`src/rtl/core/lps_pkg.sv`:
```
// lps_pkg: shared types for the line pixel stepper.
// Command codes and the per-axis step direction encoding.
// No dependencies.
package lps_pkg;

   typedef enum logic {
      CMD_START = 1'b0,
      CMD_NEXT  = 1'b1
   } cmd_type;

   // two's complement view of -1, 0, +1
   typedef enum logic [1:0] {
      STEP_ZERO = 2'b00,
      STEP_POS  = 2'b01,
      STEP_NEG  = 2'b11
   } step_type;

   localparam int unsigned COLOR_BITS = 32;

endpackage

```
`src/rtl/core/lps_axis_setup.sv`:
```
// lps_axis_setup: absolute delta and step direction of one axis.
// Depends on lps_pkg.
module lps_axis_setup
   import lps_pkg::*;
#(
   parameter int unsigned COORD_BITS = 11
) (
   input  logic [COORD_BITS-1:0] coord_a,
   input  logic [COORD_BITS-1:0] coord_b,
   output logic [COORD_BITS-1:0] mag,
   output step_type              dir
);

   always_comb begin
      if (coord_b > coord_a) begin
         mag = coord_b - coord_a;
         dir = STEP_POS;
      end else if (coord_b == coord_a) begin
         mag = '0;
         dir = STEP_ZERO;
      end else begin
         mag = coord_a - coord_b;
         dir = STEP_NEG;
      end
   end

endmodule

```
`src/rtl/core/lps_axis_advance.sv`:
```
// lps_axis_advance: one error-accumulator step of one axis.
// Depends on lps_pkg.
module lps_axis_advance
   import lps_pkg::*;
#(
   parameter int unsigned COORD_BITS = 11
) (
   input  logic [COORD_BITS:0]   err,
   input  logic [COORD_BITS-1:0] mag,
   input  logic [COORD_BITS-1:0] major,
   input  step_type              dir,
   input  logic [COORD_BITS-1:0] pos,
   output logic [COORD_BITS:0]   err_next,
   output logic [COORD_BITS-1:0] pos_next
);

   logic [COORD_BITS:0] sum;
   logic                over;

   assign sum  = err + {1'b0, mag};
   assign over = sum > {1'b0, major};

   always_comb begin
      err_next = sum;
      pos_next = pos;
      if (over) begin
         err_next = sum - {1'b0, major};
         case (dir)
            STEP_POS: pos_next = pos + {{(COORD_BITS-1){1'b0}}, 1'b1};
            STEP_NEG: pos_next = pos - {{(COORD_BITS-1){1'b0}}, 1'b1};
            default:  pos_next = pos;
         endcase
      end
   end

endmodule

```
`src/rtl/core/line_pixel_stepper_top.sv`:
```
// line_pixel_stepper_top: line rasterizer, at most one pixel per beat.
// Depends on lps_pkg, lps_axis_setup, lps_axis_advance.
//
// Usage:
//   req_* channel (valid/ready): req_command CMD_START loads two endpoints
//   and yields the first pixel; CMD_NEXT yields the next pixel of the line.
//   A line of major length N gives N+1 pixels; the last carries rsp_is_last.
//   A next beat with no active line gives a response with rsp_pixel_valid=0.
//   rsp_* channel (valid/ready): one response beat per request beat.
//   csr_wr_en/csr_wr_data: draw color, write only while the block is idle.
// Response: registered, valid in the cycle after the request beat.
// Throughput: one request beat per cycle unless a held response stalls it; the
//   line state update (add, compare, subtract per axis) completes in the accept
//   cycle, so consecutive steps chain with no bubble.
// Stall: the single response register holds while rsp_ready is low;
//   req_ready = !rsp_valid || rsp_ready, so a taken response frees the
//   slot in the same cycle.
// Reset: synchronous, clears line state, color and the response slot.
module line_pixel_stepper_top
   import lps_pkg::*;
#(
   parameter int unsigned COORD_BITS = 11
) (
   input  logic                  clock,
   input  logic                  reset,
   input  logic                  req_valid,
   output logic                  req_ready,
   input  logic                  req_command,
   input  logic [COORD_BITS-1:0] req_start_x,
   input  logic [COORD_BITS-1:0] req_start_y,
   input  logic [COORD_BITS-1:0] req_end_x,
   input  logic [COORD_BITS-1:0] req_end_y,
   output logic                  rsp_valid,
   input  logic                  rsp_ready,
   output logic [COORD_BITS-1:0] rsp_pixel_x,
   output logic [COORD_BITS-1:0] rsp_pixel_y,
   output logic [COLOR_BITS-1:0] rsp_pixel_color,
   output logic                  rsp_pixel_valid,
   output logic                  rsp_is_last,
   input  logic                  csr_wr_en,
   input  logic [COLOR_BITS-1:0] csr_wr_data
);

   logic [COLOR_BITS-1:0] color_ff, color_in;
   logic [COORD_BITS-1:0] cur_x_ff, cur_x_in, cur_y_ff, cur_y_in;
   logic [COORD_BITS:0]   err_x_ff, err_x_in, err_y_ff, err_y_in;
   logic [COORD_BITS-1:0] abs_dx_ff, abs_dx_in, abs_dy_ff, abs_dy_in;
   logic [COORD_BITS-1:0] major_ff, major_in;
   step_type              step_x_ff, step_x_in, step_y_ff, step_y_in;
   logic [COORD_BITS-1:0] left_ff, left_in;

   logic                  out_valid_ff, out_valid_in;
   logic [COORD_BITS-1:0] out_x_ff, out_x_in, out_y_ff, out_y_in;
   logic [COLOR_BITS-1:0] out_color_ff, out_color_in;
   logic                  out_pix_ff, out_pix_in, out_last_ff, out_last_in;

   logic                  accept;
   logic [COORD_BITS-1:0] new_dx, new_dy, new_major;
   step_type              new_sx, new_sy;
   logic [COORD_BITS:0]   adv_err_x, adv_err_y;
   logic [COORD_BITS-1:0] adv_x, adv_y;

   assign req_ready = !out_valid_ff || rsp_ready;
   assign accept    = req_valid && req_ready;

   lps_axis_setup #(.COORD_BITS(COORD_BITS)) u_setup_x (
      .coord_a (req_start_x),
      .coord_b (req_end_x),
      .mag     (new_dx),
      .dir     (new_sx)
   );

   lps_axis_setup #(.COORD_BITS(COORD_BITS)) u_setup_y (
      .coord_a (req_start_y),
      .coord_b (req_end_y),
      .mag     (new_dy),
      .dir     (new_sy)
   );

   assign new_major = (new_dx > new_dy) ? new_dx : new_dy;

   lps_axis_advance #(.COORD_BITS(COORD_BITS)) u_adv_x (
      .err      (err_x_ff),
      .mag      (abs_dx_ff),
      .major    (major_ff),
      .dir      (step_x_ff),
      .pos      (cur_x_ff),
      .err_next (adv_err_x),
      .pos_next (adv_x)
   );

   lps_axis_advance #(.COORD_BITS(COORD_BITS)) u_adv_y (
      .err      (err_y_ff),
      .mag      (abs_dy_ff),
      .major    (major_ff),
      .dir      (step_y_ff),
      .pos      (cur_y_ff),
      .err_next (adv_err_y),
      .pos_next (adv_y)
   );

   always_comb begin
      color_in     = csr_wr_en ? csr_wr_data : color_ff;
      cur_x_in     = cur_x_ff;
      cur_y_in     = cur_y_ff;
      err_x_in     = err_x_ff;
      err_y_in     = err_y_ff;
      abs_dx_in    = abs_dx_ff;
      abs_dy_in    = abs_dy_ff;
      major_in     = major_ff;
      step_x_in    = step_x_ff;
      step_y_in    = step_y_ff;
      left_in      = left_ff;
      out_valid_in = out_valid_ff && !rsp_ready;
      out_x_in     = out_x_ff;
      out_y_in     = out_y_ff;
      out_color_in = out_color_ff;
      out_pix_in   = out_pix_ff;
      out_last_in  = out_last_ff;
      if (accept) begin
         out_valid_in = 1'b1;
         out_x_in     = '0;
         out_y_in     = '0;
         out_color_in = '0;
         out_pix_in   = 1'b0;
         out_last_in  = 1'b0;
         if (cmd_type'(req_command) == CMD_START) begin
            cur_x_in     = req_start_x;
            cur_y_in     = req_start_y;
            abs_dx_in    = new_dx;
            abs_dy_in    = new_dy;
            step_x_in    = new_sx;
            step_y_in    = new_sy;
            major_in     = new_major;
            err_x_in     = {1'b0, new_dx};
            err_y_in     = {1'b0, new_dy};
            left_in      = new_major;
            out_x_in     = req_start_x;
            out_y_in     = req_start_y;
            out_color_in = color_ff;
            out_pix_in   = 1'b1;
            out_last_in  = (new_major == '0);
         end else if (left_ff != '0) begin
            cur_x_in     = adv_x;
            cur_y_in     = adv_y;
            err_x_in     = adv_err_x;
            err_y_in     = adv_err_y;
            left_in      = left_ff - {{(COORD_BITS-1){1'b0}}, 1'b1};
            out_x_in     = adv_x;
            out_y_in     = adv_y;
            out_color_in = color_ff;
            out_pix_in   = 1'b1;
            out_last_in  = (left_ff == {{(COORD_BITS-1){1'b0}}, 1'b1});
         end
      end
   end

   always_ff @(posedge clock) begin
      if (reset) begin
         color_ff     <= '0;
         cur_x_ff     <= '0;
         cur_y_ff     <= '0;
         err_x_ff     <= '0;
         err_y_ff     <= '0;
         abs_dx_ff    <= '0;
         abs_dy_ff    <= '0;
         major_ff     <= '0;
         step_x_ff    <= STEP_ZERO;
         step_y_ff    <= STEP_ZERO;
         left_ff      <= '0;
         out_valid_ff <= 1'b0;
      end else begin
         color_ff     <= color_in;
         cur_x_ff     <= cur_x_in;
         cur_y_ff     <= cur_y_in;
         err_x_ff     <= err_x_in;
         err_y_ff     <= err_y_in;
         abs_dx_ff    <= abs_dx_in;
         abs_dy_ff    <= abs_dy_in;
         major_ff     <= major_in;
         step_x_ff    <= step_x_in;
         step_y_ff    <= step_y_in;
         left_ff      <= left_in;
         out_valid_ff <= out_valid_in;
      end
   end

   always_ff @(posedge clock) begin
      out_x_ff     <= out_x_in;
      out_y_ff     <= out_y_in;
      out_color_ff <= out_color_in;
      out_pix_ff   <= out_pix_in;
      out_last_ff  <= out_last_in;
   end

   assign rsp_valid       = out_valid_ff;
   assign rsp_pixel_x     = out_x_ff;
   assign rsp_pixel_y     = out_y_ff;
   assign rsp_pixel_color = out_color_ff;
   assign rsp_pixel_valid = out_pix_ff;
   assign rsp_is_last     = out_last_ff;

`ifndef ASSERT_OFF
   a_err_x_bound: assert property (@(posedge clock) disable iff (reset)
      err_x_ff <= {1'b0, major_ff})
      else $error("x error accumulator above major length");

   a_err_y_bound: assert property (@(posedge clock) disable iff (reset)
      err_y_ff <= {1'b0, major_ff})
      else $error("y error accumulator above major length");

   a_major_is_delta: assert property (@(posedge clock) disable iff (reset)
      major_ff == abs_dx_ff || major_ff == abs_dy_ff)
      else $error("major length matches neither delta");

   a_last_is_pixel: assert property (@(posedge clock) disable iff (reset)
      rsp_valid && rsp_is_last |-> rsp_pixel_valid)
      else $error("last flag on an empty beat");

   a_point_line: assert property (@(posedge clock) disable iff (reset)
      accept && req_command == CMD_START && req_start_x == req_end_x &&
      req_start_y == req_end_y |=> rsp_valid && rsp_is_last && left_ff == '0)
      else $error("single point line not closed on first pixel");
`endif

endmodule

```
`config.mk`:
```
export PLATFORM = sky130hd
export DESIGN_NAME = line_pixel_stepper_top
export DESIGN_NICKNAME = d
export VERILOG_FILES = /design/src/rtl/core/lps_pkg.sv /design/src/rtl/core/lps_axis_setup.sv /design/src/rtl/core/lps_axis_advance.sv /design/src/rtl/core/line_pixel_stepper_top.sv
export SDC_FILE = /design/constraint.sdc
export NUM_CORES = 1
export LEC_CHECK = 0
export BUFFER_PORTS_ARGS = -buffer_cell sky130_fd_sc_hd__buf_2
export CORE_MARGIN = 1
export CORE_UTILIZATION = 45
export DETAILED_ROUTE_END_ITERATION = 8
export GPL_ROUTABILITY_DRIVEN = 0
export MAX_ROUTING_LAYER = met4
export PLACE_DENSITY = 0.73
export SLEW_MARGIN = 40
export SYNTH_ARGS = -nofsm -noshare
export SYNTH_HDL_FRONTEND = slang
export SYNTH_SLANG_ARGS = --single-unit
```
`constraint.sdc`:
```
create_clock -name clock -period 9.1 [get_ports clock]
set_clock_uncertainty 0.15 [all_clocks]
set_input_delay 1.365 -clock clock [delete_from_list [all_inputs] [get_ports clock]]
set_output_delay 1.365 -clock clock [all_outputs]
set_load 0.01 [all_outputs]
```
# Word-level counts from Yosys, hierarchy flattened

Cells that the tools add are included.

Register bits after elaboration: 183
Bits of input ports: 82
Output and inout bits: 58
Word-level logic and storage cells: 88

Add/sub/neg operators: 13
Magnitude comparators: 5
Equality and inequality tests: 8
Muxes and demuxes: 35
Bitwise operators: 1
Reductions and logical operators: 9

Operator list:

| operator                                               | count |
|---|---|
| two-way mux 11 bit                                     | 17 |
| two-way mux 12 bit                                     | 6 |
| two-way mux 32 bit                                     | 2 |
| case mux 11 bit (2 select lines)                       | 2 |
| subtractor 11 bit                                      | 4 |
| > comparator 11 bit                                    | 3 |
| subtractor 11 x 1 -> 11 bit (second input constant)    | 3 |
| adder 12 x 11 -> 12 bit                                | 2 |
| > comparator 12 x 11 -> 1 bit                          | 2 |
| subtractor 12 x 11 -> 12 bit                           | 2 |
| adder 11 x 1 -> 11 bit (second input constant)         | 2 |
| == test 11 bit                                         | 2 |
| == test 11 x 1 -> 1 bit (second input constant)        | 1 |
| logical NOT 11 bit                                     | 1 |
| nonzero test 11 bit                                    | 1 |
| two-way mux 2 bit                                      | 4 |
| == test 2 x 1 -> 1 bit (second input constant)         | 2 |
| == test 2 bit (second input constant)                  | 2 |
| two-way mux 1 bit                                      | 4 |
| AND reduction 2 bit                                    | 2 |
| logical AND 1 bit                                      | 2 |
| logical NOT 1 bit                                      | 2 |
| inequality test 2 x 1 -> 1 bit (second input constant) | 1 |
| logical OR 1 bit                                       | 1 |
| inverter 1 bit                                         | 1 |

# Longest topological paths before layout

Gate-level depths: netlist of run 1.

Depth in word-level cells: 7
Gate-level depth with buffers: 23
Depth with buffers taken out: 22

# Modules after synthesis

Synthesis of run 1 repeated with hierarchy kept, for this count alone.

Cells, all modules: 1513
Area total of the unflattened synthesis: 13301.5 um2

By module, submodules not included:

| module                     | times used | cells each | area an instance (um2) | seq. area each (um2) |
|---|---|---|---|---|
| line_pixel_stepper_top     | 1          | 752        | 7756.2                 | 4224.1 |
| lps_axis_setup             | 2          | 149        | 1056.0                 | 0.0 |
| lps_axis_advance (u_adv_x) | 1          | 232        | 1746.7                 | 0.0 |
| lps_axis_advance (u_adv_y) | 1          | 231        | 1686.6                 | 0.0 |

# Worst setup path after synthesis of run 1

OpenSTA, ideal clock, no wires.

Kind: in2reg
Start point: input req_start_y[3]
End point: register out_last_ff (netlist: rsp_is_last), data pin
Setup time: 0.255 ns
Arrival: 5.676 ns
Data required time: 8.695 ns
Slack: 3.018 ns
Stages on the path: 23
Buffers on the path: 2
Path through: inv_1 -> ha_1 -> buf_2 -> and3_1 -> o21ai_1 -> a31oi_2 -> o41ai_4 -> mux2_2 -> a311oi_1 -> mux2i_1 -> inv_1 -> ha_1 -> nand4_1 -> a21oi_1 -> nor3_1 -> o211a_1 -> or2_2 -> clkbuf_1 -> a211o_1 -> o21ai_0 -> a21oi_1 -> nor4b_1 -> a31o_1

Word-level cells in the longest chain between the ends: 7
Elaborated cells between the ends (all ways): 10
Those cells by class: add/sub (2); order compare (2); eq/ne (1); mux (4); reduce/logical (1)

RTL lines:

| what                                                | line                                       | text |
|---|---|---|
| start: declaration                                  | line_pixel_stepper_top.sv:30               | `input logic [COORD_BITS-1:0] req_start_y,` |
| subtractor 11 bit or == test 11 bit (tied branches) | lps_axis_setup.sv:22, lps_axis_setup.sv:18 |  |
| two-way mux 11 bit                                  | lps_axis_setup.sv:18                       | `end else if (coord_b == coord_a) begin` |
| two-way mux 11 bit *                                | lps_axis_setup.sv:15                       | `if (coord_b > coord_a) begin` |
| > comparator 11 bit                                 | line_pixel_stepper_top.sv:80               | `assign new_major = (new_dx > new_dy) ? new_dx : new_dy;` |
| two-way mux 11 bit *                                | line_pixel_stepper_top.sv:80               |  |
| logical NOT 11 bit *                                | line_pixel_stepper_top.sv:142              | `out_last_in = (new_major == '0);` |
| two-way mux 1 bit *                                 | line_pixel_stepper_top.sv:127              | `if (cmd_type'(req_command) == CMD_START) begin` |
| end signal: assignment                              | line_pixel_stepper_top.sv:193              | `out_last_ff <= out_last_in;` |
| end: declaration                                    | line_pixel_stepper_top.sv:55               | `logic out_pix_ff, out_pix_in, out_last_ff, out_last_in;` |

Mark *: on every way between the ends. The rest lies on a longest branch, timed or not.
A chain may end at the register's enable or synchronous reset.

# Final worst setup path of run 1

Ends and elaborated chain as after synthesis.

==> metrics.yaml, run 1 <==
drt:
  drtIter0Drc: 805
  firstDrtPassIters: 5
  vias_per_cell: 5.76
  wl_per_cell_um: 17.0
  antenna_left: 0
  drt_wl_total_um: 33800
  drc_errors: 0
  vias: 11400
worst_setup_path:
  cp.arrival_ns: 6.86
  critPathTopFamily: "compound AO/OA/AOI/OAI gates"
  crit_type: "in -> reg"
  critPathLaunchType: "primary input"
  crit_buf_inv: 4
  max_stage_delay_ns: 0.64
  crit_chain: "buf_2 -> inv_1 -> ha_1 -> and3_1 -> o21ai_1 -> a31oi_2 -> o41ai_4 -> buf_4 -> mux2_2 -> a311oi_1 -> mux2i_1 -> inv_1 -> ha_1 -> nand4_1 -> a21oi_1 -> nor3_1 -> o211a_1 -> or2_2 -> a211o_1 -> o21ai_0 -> a21oi_1 -> nor4b_1 -> a31o_1"
  cp_data_required_time_ns: 9.16
  cp-end-kind: "flip-flop"
  worst_path_max_delay_cell: "o41ai_4"
  cp_max_fo: 15
hold_path:
  hold_path.class: "reg -> reg"
pwr:
  vdd_ir_drop_max_uv: 133
  pwr-share-comb: 0.465
  pwr-share-seq: 0.306
  p_leak_nw: 6.42
  pwr-share-clk: 0.228
  swShare: 0.406
  netSwitchingPower_mw: 1.32
  p_int_mw: 1.93
  power_density_nw_per_um2: 227
logic_synthesis:
  syn_nets: 1697
  synth-edff-count: 56
  async_flop_share: 0
  netlist.area_leader.share: 0.200
  syn_area_per_cell_um2: 8.52
  dominantRegCellSynth: "dfxtp_1"
  synthTopCellsByCount: "nor2_1, dfxtp_1, ha_1"
  yosysMostFrequentCell: "nor2_1"
  synthTopCellsByArea: "dfxtp_1, edfxtp_1, ha_1"
  synth-seq-cells: 183
  synth_top_area_cell: "dfxtp_1"
  ys_seq_area_frac: 0.333
  syn_area_um2: 12700
  yosysWarnings: 0
  syn_inst: 1488
  ys_types: 80
timing:
  tightest_slew_ns: 0.882
  holdWs_ns: 0.309
  fin_crit_sh: 0.748
  relSlewSlack: 0.395
  fin_crit_ns: 6.80
  setup_violations: 0
  hold_viol: 0
  drv_slew: 0
  setup_tns_ns: 0
  max_freq_ghz: 0.147
  rsz0062_at_grt: "false"
clocking:
  clockBufferDepth: 2
  cts_hold_buf: 0
  clk_latency_ns: 0.45
  cts_tree: "done"
  post-cts-setup-buffers: 0
  cts-root-buf: "clkbuf_16"
  path_clk_slew_ns: 0.08
  cts_buffers: 17
  htree_levels: 4
  cts.sinks: 183
  cts_resized: 0
global_route:
  overflow: 0
  grt_max_degree: 76
  grt_pass1_vias: 10900
  antenna_found_initial: 0
  grt.total_usage: 0.242
  grt_pass1_wl_um: 53700
final_layout:
  n_fill_cell: 2610
  utilization: 0.515
  multi_input_area_um2: 7760
  final_nets: 1803
  areaGrowthSynthToFinish_pct: 12.8
  diodes: 0
  regArea_um2: 4220
  drive_above_1_share: 0.141
die:
  die_w_um: 170
  rows: 61
  core_area_um2: 27800
  ioPinCount: 140
  die_area_um2: 28900
  start_util: 0.457
  die_h_um: 170
placement:
  portBuffers: 139
  dp_hpwl_um: 24400
run:
  maxCapViolCount: 0
outcome:
  status: "finished clean"
flip-flops by register name, indices dropped and copies added, names as in the netlist, 12 cells and up:
name	count
color_ff	32
rsp_pixel_color	32
err_x_ff	12
err_y_ff	12
per-layer routing:
layer / vias up / global-route usage / wire length [um]
met5: - / - / 0
met4: 0 / 0.0873 / 812
met3: 63 / 0.0430 / 2210
met2: 431 / 0.398 / 15600
met1: 5383 / 0.297 / 15100
li1: 5554 / - / -
stage by stage:
stage / instance area [um2] / std cells / power, mW / setup slack (ns)
after floorplan: 12700 / 1488 / 2.14 / 3.02
final: 14300 / 1985 / 3.25 / 2.30
after global routing: 14300 / 1985 / 3.46 / 2.03
after CTS: 14300 / 1985 / 3.24 / 2.41
after global placement: 13700 / 1952 / 2.45 / 2.11
after detailed placement: 13700 / 1953 / 2.49 / 1.95
cells in the final DEF, fill, tap and decap left out, types with 7 or more instances in the layout:
master / instances
a2111oi_0: 17
a211oi_1: 26
a21boi_0: 7
a21o_1: 31
a21oi_1: 109
a31o_2: 7
a31oi_1: 11
and2_1: 36
and3_1: 8
buf_2: 137
buf_4: 19
clkbuf_16: 17
dfxtp_1: 127
edfxtp_1: 56
fa_1: 10
ha_1: 117
inv_1: 114
mux2_2: 9
mux2i_1: 68
nand2_1: 110
nand2b_1: 7
nand3_1: 20
nand4_1: 12
nor2_1: 171
nor2b_1: 14
nor3_1: 36
nor4_1: 9
o211ai_1: 10
o21a_1: 12
o21ai_0: 71
o21bai_1: 8
o22ai_1: 23
o31a_1: 7
o31ai_1: 7
or3_1: 10
xnor2_1: 37
xor2_1: 17
worst reg2reg max path, cell delays in order (launching register included):
cell and delay, ns:
dfxtp_1 0.32, ha_1 0.23, fa_1 0.40, a21o_1 0.18
a21oi_1 0.24, o21bai_1 0.09, a21oi_1 0.25, o21ai_0 0.18
a21o_1 0.21, a21oi_1 0.18, xnor2_1 0.11, ha_1 0.20
or3_1 0.39, a21o_1 0.18, o211a_1 0.24, a21boi_0 0.23
mux2i_2 0.10, buf_4 0.22, nand2_2 0.41, nor2_1 0.10
a21oi_1 0.34, o22ai_1 0.12
path summary, 6_finish.rpt:
kind                            cells after the start           start              to  slack [ns]
worst max-delay path                               23  req_start_y[3]     rsp_is_last        2.30
worst min-delay path                                2     major_ff[4]     major_ff[4]        0.31
worst max register to register                     21     err_y_ff[0]  rsp_pixel_y[7]        3.76
worst min register to register                      2     major_ff[4]     major_ff[4]        0.31
final cells by class:
type / count / share of cell area
well taps: 378 / 0.0330
flip-flops and latches: 183 / 0.295
repair buffers: 157 / 0.0587
clock inverters: 14 / 0.0110
multi-input cells: 1120 / 0.542
inverters: 115 / 0.0302
clock buffers: 18 / 0.0300
power by group through the flow:
stage,Clock (mW),Sequential (mW),Combinational [mW]
floorplan,0,1.01,1.12
global placement,0,1.01,1.44
detailed placement,0,1.01,1.48
CTS,0.753,0.994,1.49
global route,0.779,1.01,1.67
finish,0.742,0.995,1.51
kinds of logic (layout without fill, tap and decap cells):
logic type | after synthesis | count (layout) | share of synthesized area
and+or+nand+nor | 456 | 456 | 0.166
muxes | 78 | 78 | 0.0627
AOI/OAI and AO/OA | 405 | 405 | 0.213
xor gates and xnor gates | 54 | 54 | 0.0373
DFF | 183 | 183 | 0.333
buffers and inverters | 185 | 304 | 0.0565
adders and majority gates | 127 | 127 | 0.131
Note: power is estimated with default switching activity, not from simulation.
==> run 2, diff against run 1 <==
clock period = 6.7 ns   (was 9.1 ns; I/O delays follow)
==> run 2 against run 1 <==
  * Non-clock buffer count rose by 4
  * Sequential share of layout area down 0.082 points
  * Final area grew 0.28%
  * Global-route usage up 0.34 points
  * Power up 38%
  * Clock power up 42%
  * Critical path depth stayed put
  * Clock-buffer cell count fell by 1
  * Via count grew 0.37%
  * Worst setup slack worse by 1.5 ns
==> metrics.yaml, run 2 (synthesis gave the netlist of run 1 again) <==
worst_setup_path:
  reg2reg_depth: 21
  crit_type: "in -> reg"
  cp.arrival_ns: 5.97
  cp_max_fo: 15
  crit_chain: "buf_2 -> inv_1 -> ha_1 -> and3_1 -> o21ai_1 -> a31oi_2 -> o41ai_4 -> buf_4 -> nor2_1 -> a311oi_1 -> mux2i_1 -> inv_1 -> ha_1 -> nand4_1 -> a21oi_1 -> nor3_1 -> o211a_1 -> or2_2 -> a211o_1 -> o21ai_0 -> a21oi_1 -> nor4b_1 -> a31o_1"
  cp-end-kind: "flip-flop"
  r2r-end: "cur_y_ff[7]"
  timing.rr.start: "abs_dy_ff[0]"
  worst_path_max_delay_cell: "mux2i_1"
  regToRegSetupSlack_ns: 1.48
  crit_buf_inv: 4
  critPathLaunchType: "primary input"
  cp_data_required_time_ns: 6.74
  critPathTopFamily: "compound AO/OA/AOI/OAI gates"
  max_stage_delay_ns: 0.49
placement:
  dp_cells: 1957
  place_ws_ns: 0.466
  portBuffers: 139
  placed_area_um2: 13800
  dp_hpwl_um: 24800
timing:
  max_freq_ghz: 0.169
  fin_crit_ns: 5.93
  fin_ws_ns: 0.769
  holdWs_ns: 0.306
  relSlewSlack: 0.426
  setup_violations: 0
  rsz0062_at_grt: "false"
  setup_tns_ns: 0
  fin_crit_sh: 0.885
  tightest_slew_ns: 0.860
  drv_slew: 0
  hold_viol: 0
global_route:
  grt.total_usage: 0.246
  grt_pass1_vias: 10900
  grt_max_degree: 95
  antenna_found_initial: 0
  grt_pass1_wl_um: 54900
  overflow: 0
die:
  start_util: 0.457
  die_w_um: 170
  core_area_um2: 27800
  rows: 61
  die_area_um2: 28900
  die_h_um: 170
  ioPinCount: 140
hold_path:
  whs_path_depth: 2
  hp-start: "major_ff[4]"
  hold_path.class: "reg -> reg"
  min_to: "major_ff[4]"
clocking:
  clockBufferDepth: 2
  cts-root-buf: "clkbuf_16"
  clk_latency_ns: 0.44
  cts_hold_buf: 0
  path_clk_slew_ns: 0.07
  htree_levels: 4
  cts.sinks: 183
  post-cts-setup-buffers: 0
  cts_buffers: 17
  cts_tree: "done"
  cts_resized: 0
final_layout:
  final_nets: 1807
  drive_above_1_share: 0.144
  areaGrowthSynthToFinish_pct: 13.2
  instances_no_fill: 1989
  diodes: 0
  n_fill_cell: 2637
  final_cell_mix: "nor2_1, buf_2, dfxtp_1"
  final_cell_area_um2: 14400
  layout_commonest_cell: "nor2_1"
  utilization: 0.517
drt:
  drtIter0Drc: 1043
  wl_per_cell_um: 17.2
  antenna_left: 0
  drt_wl_total_um: 34100
  vias: 11500
  drc_errors: 0
  vias_per_cell: 5.77
  firstDrtPassIters: 7
run:
  maxCapViolCount: 0
pwr:
  p_leak_nw: 6.46
  power_density_nw_per_um2: 312
  vdd_ir_drop_max_uv: 183
  power_mw: 4.47
outcome:
  status: "finished clean"
run 2: power breakdown:
group	switching, mW	total (mW)	leakage [nW]	internal, mW
registers	0.0718	1.35	1.60	1.28
clock network	0.515	1.05	0.296	0.537
logic	1.23	2.07	4.56	0.845
total	1.82	4.47	6.46	2.66
run 2: layer usage:
| metal | global-route usage | part of all wire |
|---|---|---|
| met5 | - | 0 |
| met1 | 0.320 | 0.45 |
| met4 | 0.0901 | 0.027 |
| met2 | 0.388 | 0.45 |
| met3 | 0.0328 | 0.072 |
run 2: worst max path at each step:
stage                              start           to  slack [ns]  cells past startpoint
after floorplan           req_start_y[3]  rsp_is_last        0.98                     23
after global placement    req_start_y[3]  rsp_is_last        0.63                     23
after detailed placement  req_start_y[3]  rsp_is_last        0.47                     23
after CTS                 req_start_y[1]  rsp_is_last        0.92                     23
after global routing      req_start_y[3]  rsp_is_last        0.51                     22
final                     req_start_y[3]  rsp_is_last        0.77                     23
run 2: cell type report:
type	instances	area [um2]	area share
Tap cell	378	473	0.0330
Multi-Input combinational cell	1120	7750	0.540
Inverter	115	432	0.0301
Clock buffer	17	425	0.0296
Timing Repair Buffer	161	870	0.0606
Clock inverter	15	174	0.0121
Sequential cell	183	4220	0.294
run 2: worst min-delay path, stage by stage (launching register included):
cell,delay (ns)
dfxtp_1,0.31
nand2_1,0.05
a21oi_1,0.05
